### config.mk
export PLATFORM = sky130hd
export DESIGN_NAME = i2c_register_burst_master
export DESIGN_NICKNAME = d
export VERILOG_FILES = /design/src/design/i2c_rbm_pkg.sv /design/src/design/i2c_register_burst_master.sv /design/src/design/i2c_rbm_cfg.sv /design/src/design/i2c_rbm_engine.sv
export SDC_FILE = /design/constraint.sdc
export NUM_CORES = 1
export LEC_CHECK = 0
export BUFFER_PORTS_ARGS = -buffer_cell sky130_fd_sc_hd__buf_4
export CAP_MARGIN = 10
export CORE_MARGIN = 8
export CORE_UTILIZATION = 40
export DETAILED_ROUTE_END_ITERATION = 16
export PLACE_DENSITY = 0.69
export REMOVE_ABC_BUFFERS = 1
export SLEW_MARGIN = 20
export SYNTH_ARGS = -nofsm -noshare
export SYNTH_HDL_FRONTEND = slang
export SYNTH_SLANG_ARGS = --single-unit
### constraint.sdc
create_clock -name i_clk -period 3.5 [get_ports i_clk]
set_input_delay 0.35 -clock i_clk [delete_from_list [all_inputs] [get_ports i_clk]]
set_output_delay 0.35 -clock i_clk [all_outputs]
set_load 0.05 [all_outputs]
### src/design/i2c_rbm_pkg.sv
// ============================================================================
// I2C register burst master - shared definitions
// Bus phase codes, command codes, byte kinds, register indexes and the result
// record passed from the engine to the output register.
// ============================================================================
package i2c_rbm_pkg;

    // Command codes carried in the input tuser field.
    localparam logic [1:0] FUNC_TICK  = 2'd0;
    localparam logic [1:0] FUNC_BEGIN_WR = 2'd1;
    localparam logic [1:0] FUNC_BEGIN_RD = 2'd2;
    localparam logic [1:0] FUNC_WBYTE = 2'd3;

    // Bus phase codes.
    localparam int PHASE_W = 4;
    localparam logic [PHASE_W-1:0] PH_IDLE      = 4'd0;
    localparam logic [PHASE_W-1:0] PH_START_HI  = 4'd1;
    localparam logic [PHASE_W-1:0] PH_START_LO  = 4'd2;
    localparam logic [PHASE_W-1:0] PH_TX_LOW    = 4'd3;
    localparam logic [PHASE_W-1:0] PH_TX_HIGH   = 4'd4;
    localparam logic [PHASE_W-1:0] PH_TACK_LOW  = 4'd5;
    localparam logic [PHASE_W-1:0] PH_TACK_HIGH = 4'd6;
    localparam logic [PHASE_W-1:0] PH_RX_LOW    = 4'd7;
    localparam logic [PHASE_W-1:0] PH_RX_HIGH   = 4'd8;
    localparam logic [PHASE_W-1:0] PH_MACK_LOW  = 4'd9;
    localparam logic [PHASE_W-1:0] PH_MACK_HIGH = 4'd10;
    localparam logic [PHASE_W-1:0] PH_STOP_LOW  = 4'd11;
    localparam logic [PHASE_W-1:0] PH_STOP_HIGH = 4'd12;
    localparam logic [PHASE_W-1:0] PH_REP_PREP  = 4'd13;
    localparam logic [PHASE_W-1:0] PH_WAIT_BYTE = 4'd14;

    // Kind of byte being shifted out.
    localparam logic [1:0] KIND_ADDR_W = 2'd0;
    localparam logic [1:0] KIND_REG    = 2'd1;
    localparam logic [1:0] KIND_ADDR_R = 2'd2;
    localparam logic [1:0] KIND_DATA   = 2'd3;

    // Configuration register indexes and reset values.
    localparam logic CFG_DEV_ADDR  = 1'b0;
    localparam logic CFG_TICKS     = 1'b1;
    localparam logic [6:0] DEV_ADDR_RESET = 7'd104;
    localparam logic [7:0] TICKS_RESET    = 8'd1;

    // One result record.
    typedef struct packed {
        logic       scl_level;
        logic       sda_level;
        logic [7:0] read_byte;
        logic       read_valid;
        logic       need_byte;
        logic       ack_missing;
        logic       busy_res;
        logic       last_byte;
    } t_result;

endpackage

### src/design/i2c_register_burst_master.sv
// ============================================================================
// I2C register burst master
// Register read and write bursts over I2C, driven one command or tick per
// transfer, producing one status/bus-level result per transfer.
// ============================================================================
//
// Channel   Direction  Handshake                 Payload
// s_axis    in         i_s_axis_tvalid/o_..ready tdata 32b, tuser 2b (func)
// m_axis    out        o_m_axis_tvalid/i_..ready tdata 16b, tlast (last_byte)
// cfg       in         i_cfg_valid/o_cfg_ready   i_cfg_index 1b, i_cfg_data 8b
//
// Each input transfer produces exactly one output transfer, by way of the input
// register and then the output register. A new input transfer is taken every
// clock unless the output stalls; the sequencer's next state is combinational.
// A stalled output holds its result, and the input register then holds its
// item, so the input side stalls one transfer later.
// Reset (synchronous, active low) empties both registers and returns the
// sequencer to idle with address 104 and a phase length of one tick.
// The configuration channel is always ready; writes are registered in the configuration block.
//
module i2c_register_burst_master
    import i2c_rbm_pkg::*;
(
    input  logic        i_clk,
    input  logic        i_rst_n,
    // Input item channel.
    input  logic        i_s_axis_tvalid,
    output logic        o_s_axis_tready,
    // [7:0] reg_addr, [15:8] byte_count, [23:16] write_byte, [24] sda_in, rest zero
    input  logic [31:0] i_s_axis_tdata,
    // [1:0] func
    input  logic [1:0]  i_s_axis_tuser,
    // Result channel.
    output logic        o_m_axis_tvalid,
    input  logic        i_m_axis_tready,
    // [0] scl_level, [1] sda_level, [9:2] read_byte, [10] read_valid,
    // [11] need_byte, [12] ack_missing, [13] busy_res, [15:14] zero
    output logic [15:0] o_m_axis_tdata,
    // last_byte
    output logic        o_m_axis_tlast,
    // Configuration write channel.
    input  logic        i_cfg_valid,
    output logic        o_cfg_ready,
    input  logic        i_cfg_index,
    input  logic [7:0]  i_cfg_data
);

    // Input register.
    logic        r_in_vld;
    logic [1:0]  r_func;
    logic [7:0]  r_reg_addr;
    logic [7:0]  r_byte_count;
    logic [7:0]  r_write_byte;
    logic        r_sda_in;

    // Output register.
    logic        r_out_vld;
    t_result     r_res;

    logic        in_take;
    logic        advance;
    logic [6:0]  dev_addr;
    logic [7:0]  ticks;
    t_result     res;

    // The item in the input register moves through the sequencer whenever the
    // output register is free or is being emptied in this cycle.
    assign advance         = r_in_vld && (!r_out_vld || i_m_axis_tready);
    assign o_s_axis_tready = !r_in_vld || advance;
    assign in_take         = i_s_axis_tvalid && o_s_axis_tready;
    assign o_cfg_ready     = 1'b1;

    always_ff @(posedge i_clk) begin
        if (!i_rst_n) begin
            r_in_vld <= 1'b0;
        end else if (o_s_axis_tready) begin
            r_in_vld <= i_s_axis_tvalid;
        end
    end

    always_ff @(posedge i_clk) begin
        if (in_take) begin
            r_func       <= i_s_axis_tuser;
            r_reg_addr   <= i_s_axis_tdata[7:0];
            r_byte_count <= i_s_axis_tdata[15:8];
            r_write_byte <= i_s_axis_tdata[23:16];
            r_sda_in     <= i_s_axis_tdata[24];
        end
    end

    i2c_rbm_cfg u_cfg (
        .i_clk      (i_clk),
        .i_rst_n    (i_rst_n),
        .i_we       (i_cfg_valid),
        .i_index    (i_cfg_index),
        .i_data     (i_cfg_data),
        .o_dev_addr (dev_addr),
        .o_ticks    (ticks)
    );

    // The sequencer state steps exactly once per item, in the cycle the item
    // leaves the input register.
    i2c_rbm_engine u_engine (
        .i_clk        (i_clk),
        .i_rst_n      (i_rst_n),
        .i_en         (advance),
        .i_func       (r_func),
        .i_reg_addr   (r_reg_addr),
        .i_byte_count (r_byte_count),
        .i_write_byte (r_write_byte),
        .i_sda_in     (r_sda_in),
        .i_dev_addr   (dev_addr),
        .i_ticks      (ticks),
        .o_res        (res)
    );

    always_ff @(posedge i_clk) begin
        if (!i_rst_n) begin
            r_out_vld <= 1'b0;
        end else if (advance) begin
            r_out_vld <= 1'b1;
        end else if (i_m_axis_tready) begin
            r_out_vld <= 1'b0;
        end
    end

    always_ff @(posedge i_clk) begin
        if (advance) begin
            r_res <= res;
        end
    end

    assign o_m_axis_tvalid = r_out_vld;
    assign o_m_axis_tdata  = {2'b00, r_res.busy_res, r_res.ack_missing, r_res.need_byte,
                              r_res.read_valid, r_res.read_byte, r_res.sda_level,
                              r_res.scl_level};
    assign o_m_axis_tlast  = r_res.last_byte;

endmodule

### src/design/i2c_rbm_cfg.sv
// ============================================================================
// I2C register burst master - configuration registers
// Holds the target address and the phase length, written over the
// configuration channel.
// ============================================================================
module i2c_rbm_cfg
    import i2c_rbm_pkg::*;
(
    input  logic       i_clk,
    input  logic       i_rst_n,
    input  logic       i_we,
    input  logic       i_index,
    input  logic [7:0] i_data,
    output logic [6:0] o_dev_addr,
    output logic [7:0] o_ticks
);

    logic [6:0] r_dev_addr;
    logic [7:0] r_ticks;

    always_ff @(posedge i_clk) begin
        if (!i_rst_n) begin
            r_dev_addr <= DEV_ADDR_RESET;
            r_ticks    <= TICKS_RESET;
        end else if (i_we) begin
            case (i_index)
                CFG_DEV_ADDR: r_dev_addr <= i_data[6:0];
                CFG_TICKS:    r_ticks    <= i_data;
                default:      r_ticks    <= r_ticks;
            endcase
        end
    end

    assign o_dev_addr = r_dev_addr;
    assign o_ticks    = r_ticks;

endmodule

### src/design/i2c_rbm_engine.sv
// ============================================================================
// I2C register burst master - bus sequencer
// Holds the transaction state and computes, for one command or tick, the next
// state and the bus levels and status that follow from it.
// ============================================================================
module i2c_rbm_engine
    import i2c_rbm_pkg::*;
(
    input  logic       i_clk,
    input  logic       i_rst_n,
    input  logic       i_en,
    input  logic [1:0] i_func,
    input  logic [7:0] i_reg_addr,
    input  logic [7:0] i_byte_count,
    input  logic [7:0] i_write_byte,
    input  logic       i_sda_in,
    input  logic [6:0] i_dev_addr,
    input  logic [7:0] i_ticks,
    output t_result    o_res
);

    logic [PHASE_W-1:0] r_phase, n_phase;
    logic [7:0] r_div, n_div;
    logic [2:0] r_bit, n_bit;
    logic [7:0] r_shift, n_shift;
    logic [7:0] r_left, n_left;
    logic [7:0] r_reg, n_reg;
    logic       r_is_read, n_is_read;
    logic       r_ready, n_ready;
    logic [1:0] r_kind, n_kind;
    logic [7:0] r_rx_hold, n_rx_hold;
    logic       r_rx_final, n_rx_final;
    logic       r_nack, n_nack;

    logic [7:0] period;
    logic [7:0] left_dec;
    logic [7:0] rx_shift;
    logic       phase_end;
    logic       got;
    logic       scl;
    logic       sdo;

    assign period    = (i_ticks == 8'd0) ? 8'd1 : i_ticks;
    assign phase_end = ({1'b0, r_div} + 9'd1) >= {1'b0, period};
    assign left_dec  = (r_left != 8'd0) ? (r_left - 8'd1) : 8'd0;
    assign rx_shift  = {r_shift[6:0], i_sda_in};

    always_comb begin
        n_phase    = r_phase;
        n_div      = r_div;
        n_bit      = r_bit;
        n_shift    = r_shift;
        n_left     = r_left;
        n_reg      = r_reg;
        n_is_read  = r_is_read;
        n_ready    = r_ready;
        n_kind     = r_kind;
        n_rx_hold  = r_rx_hold;
        n_rx_final = r_rx_final;
        n_nack     = r_nack;
        got        = 1'b0;

        if (i_func == FUNC_BEGIN_WR || i_func == FUNC_BEGIN_RD) begin
            if (r_phase == PH_IDLE) begin
                n_reg     = i_reg_addr;
                n_left    = (i_byte_count == 8'd0) ? 8'd1 : i_byte_count;
                n_is_read = (i_func == FUNC_BEGIN_RD);
                n_shift   = {i_dev_addr, 1'b0};
                n_kind    = KIND_ADDR_W;
                n_bit     = 3'd0;
                n_ready   = 1'b0;
                n_div     = 8'd0;
                n_nack    = 1'b0;
                n_phase   = PH_START_HI;
            end
        end else if (i_func == FUNC_WBYTE) begin
            if (r_phase == PH_WAIT_BYTE && !r_ready) begin
                n_shift = i_write_byte;
                n_ready = 1'b1;
            end
        end else if (r_phase == PH_WAIT_BYTE) begin
            if (r_ready) begin
                n_ready = 1'b0;
                n_div   = 8'd0;
                n_kind  = KIND_DATA;
                n_bit   = 3'd0;
                n_phase = PH_TX_LOW;
            end
        end else if (r_phase != PH_IDLE) begin
            if (!phase_end) begin
                n_div = r_div + 8'd1;
            end else begin
                n_div = 8'd0;
                case (r_phase)
                    PH_START_HI: n_phase = PH_START_LO;
                    PH_START_LO: begin
                        n_bit   = 3'd0;
                        n_phase = PH_TX_LOW;
                    end
                    PH_TX_LOW: n_phase = PH_TX_HIGH;
                    PH_TX_HIGH: begin
                        if (r_bit == 3'd7) begin
                            n_phase = PH_TACK_LOW;
                        end else begin
                            n_bit   = r_bit + 3'd1;
                            n_shift = {r_shift[6:0], 1'b0};
                            n_phase = PH_TX_LOW;
                        end
                    end
                    PH_TACK_LOW: n_phase = PH_TACK_HIGH;
                    PH_TACK_HIGH: begin
                        if (i_sda_in) begin
                            n_nack = 1'b1;
                        end
                        case (r_kind)
                            KIND_ADDR_W: begin
                                n_shift = r_reg;
                                n_kind  = KIND_REG;
                                n_bit   = 3'd0;
                                n_phase = PH_TX_LOW;
                            end
                            KIND_REG: begin
                                if (r_is_read) begin
                                    n_shift = {i_dev_addr, 1'b1};
                                    n_kind  = KIND_ADDR_R;
                                    n_phase = PH_REP_PREP;
                                end else begin
                                    n_kind  = KIND_DATA;
                                    n_phase = PH_WAIT_BYTE;
                                end
                            end
                            KIND_ADDR_R: begin
                                n_shift = 8'd0;
                                n_bit   = 3'd0;
                                n_phase = PH_RX_LOW;
                            end
                            default: begin
                                n_left  = left_dec;
                                n_phase = (left_dec == 8'd0) ? PH_STOP_LOW : PH_WAIT_BYTE;
                            end
                        endcase
                    end
                    PH_RX_LOW: n_phase = PH_RX_HIGH;
                    PH_RX_HIGH: begin
                        n_shift = rx_shift;
                        if (r_bit == 3'd7) begin
                            n_rx_hold  = rx_shift;
                            n_rx_final = (r_left <= 8'd1);
                            got        = 1'b1;
                            n_phase    = PH_MACK_LOW;
                        end else begin
                            n_bit   = r_bit + 3'd1;
                            n_phase = PH_RX_LOW;
                        end
                    end
                    PH_MACK_LOW: n_phase = PH_MACK_HIGH;
                    PH_MACK_HIGH: begin
                        n_left = left_dec;
                        if (left_dec == 8'd0) begin
                            n_phase = PH_STOP_LOW;
                        end else begin
                            n_shift = 8'd0;
                            n_bit   = 3'd0;
                            n_phase = PH_RX_LOW;
                        end
                    end
                    PH_STOP_LOW:  n_phase = PH_STOP_HIGH;
                    PH_STOP_HIGH: n_phase = PH_IDLE;
                    PH_REP_PREP:  n_phase = PH_START_HI;
                    default:      n_phase = PH_IDLE;
                endcase
            end
        end
    end

    // Bus levels follow the phase that the item leaves the sequencer in.
    always_comb begin
        case (n_phase)
            PH_START_LO: begin
                scl = 1'b1;
                sdo = 1'b0;
            end
            PH_TX_LOW: begin
                scl = 1'b0;
                sdo = n_shift[7];
            end
            PH_TX_HIGH: begin
                scl = 1'b1;
                sdo = n_shift[7];
            end
            PH_TACK_LOW, PH_RX_LOW, PH_REP_PREP, PH_WAIT_BYTE: begin
                scl = 1'b0;
                sdo = 1'b1;
            end
            PH_MACK_LOW: begin
                scl = 1'b0;
                sdo = (n_left <= 8'd1);
            end
            PH_MACK_HIGH: begin
                scl = 1'b1;
                sdo = (n_left <= 8'd1);
            end
            PH_STOP_LOW: begin
                scl = 1'b0;
                sdo = 1'b0;
            end
            PH_STOP_HIGH: begin
                scl = 1'b1;
                sdo = 1'b0;
            end
            default: begin
                scl = 1'b1;
                sdo = 1'b1;
            end
        endcase
    end

    always_comb begin
        o_res.scl_level   = scl;
        o_res.sda_level   = sdo;
        o_res.read_byte   = n_rx_hold;
        o_res.read_valid  = got;
        o_res.need_byte   = (n_phase == PH_WAIT_BYTE) && !n_ready;
        o_res.ack_missing = n_nack;
        o_res.busy_res    = (n_phase != PH_IDLE);
        o_res.last_byte   = n_rx_final;
    end

    always_ff @(posedge i_clk) begin
        if (!i_rst_n) begin
            r_phase    <= PH_IDLE;
            r_div      <= 8'd0;
            r_bit      <= 3'd0;
            r_shift    <= 8'd0;
            r_left     <= 8'd0;
            r_reg      <= 8'd0;
            r_is_read  <= 1'b0;
            r_ready    <= 1'b0;
            r_kind     <= KIND_ADDR_W;
            r_rx_hold  <= 8'd0;
            r_rx_final <= 1'b0;
            r_nack     <= 1'b0;
        end else if (i_en) begin
            r_phase    <= n_phase;
            r_div      <= n_div;
            r_bit      <= n_bit;
            r_shift    <= n_shift;
            r_left     <= n_left;
            r_reg      <= n_reg;
            r_is_read  <= n_is_read;
            r_ready    <= n_ready;
            r_kind     <= n_kind;
            r_rx_hold  <= n_rx_hold;
            r_rx_final <= n_rx_final;
            r_nack     <= n_nack;
        end
    end

endmodule

==> flow_summary_export.csv, run 1 <==
group,metric,value,unit
logic_synthesis,postSynth.asyncResetShare,0,
sta,max-slew-margin-rel,0.417,
layout,fin_nets,824,
layout,final_cell_mix,"98 x buf_4, 84 x nor2_1, 70 x dfxtp_1",
routing,ant_nets,0,
clock_tree,clk_pin_slew,0.08,ns
logic_synthesis,ys.flop_type,"dfxtp_1",
routing,viasPerCell,5.72,
global_route,grt_max_degree,63,
floorplan,rows,45,
layout,area_growth,17.5,%
clock_tree,numCtsBuffers,9,
global_route,grt_pass1_wl,26.4,mm
worst_setup_path,crit_path_start_kind,"flip-flop",
sta,fin_skew,0.00604,ns
routing,remaining_drc_errors,0,
logic_synthesis,synth_cells,684,
clock_tree,cts-htree-levels,3,
floorplan,initial_core_util,0.410,
sta,finalCriticalPeriod,3.29,ns
floorplan,die_area,19800,sq um
routing,first_iter_violations,464,
power,ir_worst_vdd,0.000288,V
place,port_buffers,57,
flow_run,cap_violations,0,
global_route,globalRoute.totalOverflow,0,
floorplan,core,15200,sq um
sta,fmax,0.304,GHz
sta,period_share,0.941,
run_status,status,"complete, no violations",
clock_tree,clock_tree.root_cell,"clkbuf_16",
sta,setup_ws,0.206,ns
logic_synthesis,synth.cell_area,6230,sq um
clock_tree,clock_latency,0.36,ns
floorplan,ios,68,
logic_synthesis,synth_edf_count,42,
clock_tree,cts.path.max_buffers,2,
layout,largest_reg_flops,14,
logic_synthesis,syn_area_per_cell,9.11,sq um
logic_synthesis,ys_ff_latch,112,
clock_tree,cts_tree,"built",
layout,drive_gt1_frac,0.209,
sta,holdWs,0.157,ns
clock_tree,cts_sinks,112,
layout,final_common_cell,"buf_4",
worst_hold_path,hold_class,"in2reg",
logic_synthesis,synth_warnings,0,
global_route,grt_pass1_vias,5085,
place,gp_congestion,0.887,
place,dpl_cell_area,6970,sq um
global_route,antenna_found_initial,0,
sta,hold_viol_final,0,
worst_setup_path,worstPathMaxFanout,6,
place,post-place-ws,0.177,ns
routing,dr.pass1.iters,5,
floorplan,chipWidth,141,um
worst_setup_path,cp.arrival,3.53,ns
power,pwr_density_cell,422,nW/um^2
sta,drv_slew,0,
layout,n_antenna_cell,0,
worst_setup_path,critPathKind,"reg2reg",
sta,tightest_slew,0.869,ns
routing,post_drt_wl_per_cell,17.2,um
logic_synthesis,seq_area_frac_synth,0.427,
global_route,grt_use_total,0.165,
routing,route.vias.total,5420,
layout,final_util,0.481,
worst_setup_path,crit_path_end_kind,"flip-flop",
logic_synthesis,synth_cell_type_count,83,
floorplan,die-height,141,um
power,power.leakage,0.00268,uW
sta,finalSetupViolCount,0,
routing,routed_wl,16.3,mm
place,hpwlAfterDp,11.8,mm
worst_setup_path,cp.required,3.73,ns
layout,finalInstanceArea,7320,sq um
## worst max-delay path, cell delays in order, from the launching register on
cell and delay [ns]:
dfxtp_1 0.42, nand4_1 0.15, nor2_1 0.15, xor2_1 0.23
ha_1 0.19, and3_1 0.17, nand3_1 0.10, o211ai_1 0.37
buf_4 0.22, a211oi_1 0.08, a311oi_2 0.33, nand4_1 0.19
nor4b_2 0.36, o32a_1 0.20
## per-layer routing
layer,global-route usage,part of all wire,up-vias
li1,-,-,2665
met1,0.213,0.46,2551
met2,0.263,0.47,177
met3,0.0375,0.055,27
met4,0.0600,0.023,0
met5,0,0,-
## report_power, final
group | total, uW | internal [uW] | switching [uW]
Clock | 983 | 491 | 492
Sequential | 1480 | 1420 | 56.6
Combinational | 627 | 247 | 380
## area by class of cell
| class | instances | area [sq um] |
|---|---|---|
| Multi-Input combinational cell | 510 | 3300 |
| Sequential cell | 112 | 2660 |
| Timing Repair Buffer | 99 | 756 |
| Clock inverter | 7 | 52.6 |
| Clock buffer | 9 | 225 |
| Tap cell | 188 | 235 |
| Inverter | 23 | 88.8 |
| Fill cell | 1481 | 7880 |
## cells by family after synthesis
family / after synthesis / share of synthesized area
multiplexers: 14 / 0.0241
adder cells (fa/ha/maj): 21 / 0.0422
AO/OA/AOI/OAI: 196 / 0.229
flip-flops: 112 / 0.427
XOR/XNOR: 8 / 0.0112
AND/OR/NAND/NOR: 268 / 0.214
other: 2 / 0.00121
buffers and inverters: 63 / 0.0508
## stage by stage
step | total power, uW | cells | setup TNS, ns
floorplan | 1880 | 645 | 0
global placement | 2110 | 928 | 0
detailed placement | 2110 | 928 | 0
CTS | 3090 | 944 | 0
global route | 3230 | 948 | -0.0501
finish | 3090 | 948 | 0
## repair_timing
item	CTS	global route
setup buffers	0	4
gates resized for setup	0	8
endpoints found under the setup margin	0	3
hold buffers	0	0
endpoints found under the hold margin	0	0
## worst paths after layout
check | startpoint | cells past startpoint | to | slack [ns]
setup reg to reg | u_engine.r_div[4]$_SDFFE_PN0P_ | 13 | o_m_axis_tdata[1]$_DFFE_PP_ | 0.21
hold / removal | i_s_axis_tdata[2] | 1 | r_reg_addr[2]$_DFFE_PP_ | 0.16
hold reg to reg | u_engine.r_reg[3]$_SDFFE_PN0P_ | 2 | u_engine.r_reg[3]$_SDFFE_PN0P_ | 0.46
setup / recovery | u_engine.r_div[4]$_SDFFE_PN0P_ | 13 | o_m_axis_tdata[1]$_DFFE_PP_ | 0.21
## Yosys cell counts (8+ instances only)
cell type | instances | area share
nor2_1 | 84 | 0.051
o21ai_0 | 20 | 0.016
o211ai_1 | 8 | 0.0096
a21oi_1 | 55 | 0.044
dfxtp_1 | 70 | 0.22
mux2_2 | 8 | 0.014
a22oi_1 | 24 | 0.029
clkbuf_1 | 20 | 0.012
edfxtp_1 | 42 | 0.20
nor2b_1 | 8 | 0.0080
ha_1 | 21 | 0.042
nand3_1 | 25 | 0.020
nand2_1 | 69 | 0.042
a211oi_1 | 10 | 0.012
nor3_1 | 23 | 0.018
a31oi_1 | 12 | 0.012
nand2b_1 | 13 | 0.013
inv_1 | 21 | 0.013
Note: power is estimated with default switching activity, not from simulation.
==> inputs of run 2 (changes only) <==
==> constraint.sdc (replaced) <==
create_clock -name i_clk -period 3.5 [get_ports i_clk]
set_input_delay 0.7 -clock i_clk [delete_from_list [all_inputs] [get_ports i_clk]]
set_output_delay 0.7 -clock i_clk [all_outputs]
set_load 0.05 [all_outputs]
==> flow_summary_export.csv, run 2 (synthesis gave the netlist of run 1 again) <==
group,metric,value,unit
place,gp_congestion,0.897,
clock_tree,cts_tree,"built",
clock_tree,cts_sinks,112,
floorplan,core,15200,sq um
clock_tree,cts-htree-levels,3,
sta,tightest_slew,0.888,ns
layout,largest_reg_flops,14,
routing,route.vias.total,5500,
sta,finalCriticalPeriod,3.29,ns
global_route,antenna_found_initial,0,
clock_tree,clock_latency,0.37,ns
place,post-place-ws,0.187,ns
place,place_inst,927,
routing,first_iter_violations,468,
sta,fin_skew,0.0109,ns
floorplan,die_area,19800,sq um
layout,n_antenna_cell,0,
floorplan,initial_core_util,0.410,
worst_setup_path,crit_chain,"ha_2, buf_4, xor2_1, ha_1, a21o_1, a31oi_1, o211a_1, nor2_1, a311oi_1, buf_4, nand4_1, nor4b_2, o32a_1",
routing,viasPerCell,5.81,
floorplan,chipWidth,141,um
worst_setup_path,slowest_delay,0.36,ns
sta,max-slew-margin-rel,0.404,
clock_tree,numCtsBuffers,9,
worst_setup_path,crit_path_start_kind,"flip-flop",
sta,period_share,0.941,
floorplan,rows,45,
layout,final_common_cell,"buf_4",
clock_tree,cts.path.max_buffers,2,
worst_setup_path,crit_slowest_cell,"nor4b_2",
sta,tns,0,ns
routing,remaining_drc_errors,0,
worst_setup_path,crit_top_cell,"buf_4",
worst_setup_path,crit_path_end_kind,"flip-flop",
sta,drv_slew,0,
sta,setup_ws,0.208,ns
clock_tree,clk_pin_slew,0.07,ns
routing,post_drt_wl_per_cell,17.5,um
floorplan,die-height,141,um
global_route,grt_max_degree,39,
power,p_total,3110,uW
floorplan,ios,68,
sta,fmax,0.304,GHz
global_route,grt_use_total,0.169,
routing,routed_wl,16.5,mm
routing,dr.pass1.iters,5,
layout,nFillCells,1491,
layout,layoutNonFillerInstCount,946,
clock_tree,clock_tree.root_cell,"clkbuf_16",
layout,final_cell_mix,"96 x buf_4, 84 x nor2_1, 69 x nand2_1",
place,port_buffers,57,
worst_setup_path,worstPathMaxFanout,3,
power,power.leakage,0.00267,uW
sta,rsz0062_at_grt,"no",
worst_setup_path,critPathKind,"reg2reg",
flow_run,cap_violations,0,
global_route,grt_pass1_vias,5186,
power,pwr_density_cell,426,nW/um^2
routing,ant_nets,0,
run_status,status,"complete, no violations",
worst_setup_path,cp.arrival,3.52,ns
place,hpwlAfterDp,11.9,mm
layout,drive_gt1_frac,0.210,
worst_setup_path,cp.required,3.73,ns
global_route,globalRoute.totalOverflow,0,
layout,area_growth,17.0,%
power,ir_worst_vdd,0.000332,V
sta,finalSetupViolCount,0,
global_route,grt_pass1_wl,27.1,mm
sta,hold_viol_final,0,
layout,fin_nets,822,
worst_hold_path,hold_class,"reg2reg",
run 2: layer usage:
| metal | vias to the layer above | wire length, um | part of all wire | global-route usage |
|---|---|---|---|---|
| met3 | 37 | 1080 | 0.065 | 0.0422 |
| met5 | - | 0 | 0 | 0 |
| li1 | 2658 | - | - | - |
| met4 | 0 | 444 | 0.027 | 0.0747 |
| met1 | 2606 | 7370 | 0.45 | 0.217 |
| met2 | 199 | 7650 | 0.46 | 0.266 |
run 2: worst paths after layout:
check,end,from,cells past startpoint,slack (ns)
worst min-delay path,u_engine.r_nack$_SDFFE_PN0P_,u_engine.r_nack$_SDFFE_PN0P_,2,0.46
worst max-delay path,o_m_axis_tdata[1]$_DFFE_PP_,u_engine.r_div[0]$_SDFFE_PN0P_,13,0.21
worst min register to register,u_engine.r_nack$_SDFFE_PN0P_,u_engine.r_nack$_SDFFE_PN0P_,2,0.46
worst max register to register,o_m_axis_tdata[1]$_DFFE_PP_,u_engine.r_div[0]$_SDFFE_PN0P_,13,0.21
run 2: through the flow:
stage                     cell area (sq um)   util  hold WS, ns
final                                  7290  0.479        0.456
after global routing                   7290  0.479        0.477
after CTS                              7240  0.476        0.461
after detailed placement               6960  0.458        0.449
after global placement                 6960  0.458        0.443
after floorplan                        6000      -        0.431
run 2: final cells by class:
type                            count  area (sq um)  area share
Clock buffer                       10           229      0.0314
Clock inverter                      6          50.0     0.00687
Inverter                           23          86.3      0.0118
Multi-Input combinational cell    510          3280       0.450
Sequential cell                   112          2670       0.366
Tap cell                          188           235      0.0323
Timing Repair Buffer               97           741       0.102
run 2: worst max-delay path, delay by kind of cell, from the launching register on:
| kind | cells | cell delay (ns) |
|---|---|---|
| xor gates and xnor gates | 1 | 0.21 |
| DFF | 1 | 0.35 |
| AOI/OAI and AO/OA | 5 | 1.22 |
| buffers and inverters | 2 | 0.29 |
| and+or+nand+nor | 3 | 0.59 |
| adders and majority gates | 2 | 0.50 |
run 2: where the power goes:
group          internal (uW)  leakage [uW]  switching [uW]
clock                    496      0.000137             508
sequential              1420      0.000977            55.6
combinational            244       0.00155             383
run 2: timing repair:
item / 4_1_cts / 5_1_grt
endpoints found under the setup margin: 0 / 2
hold endpoints to repair: 0 / 0
hold buffers: 0 / 0
setup buffers: 0 / 3
gates resized for setup: 0 / 10
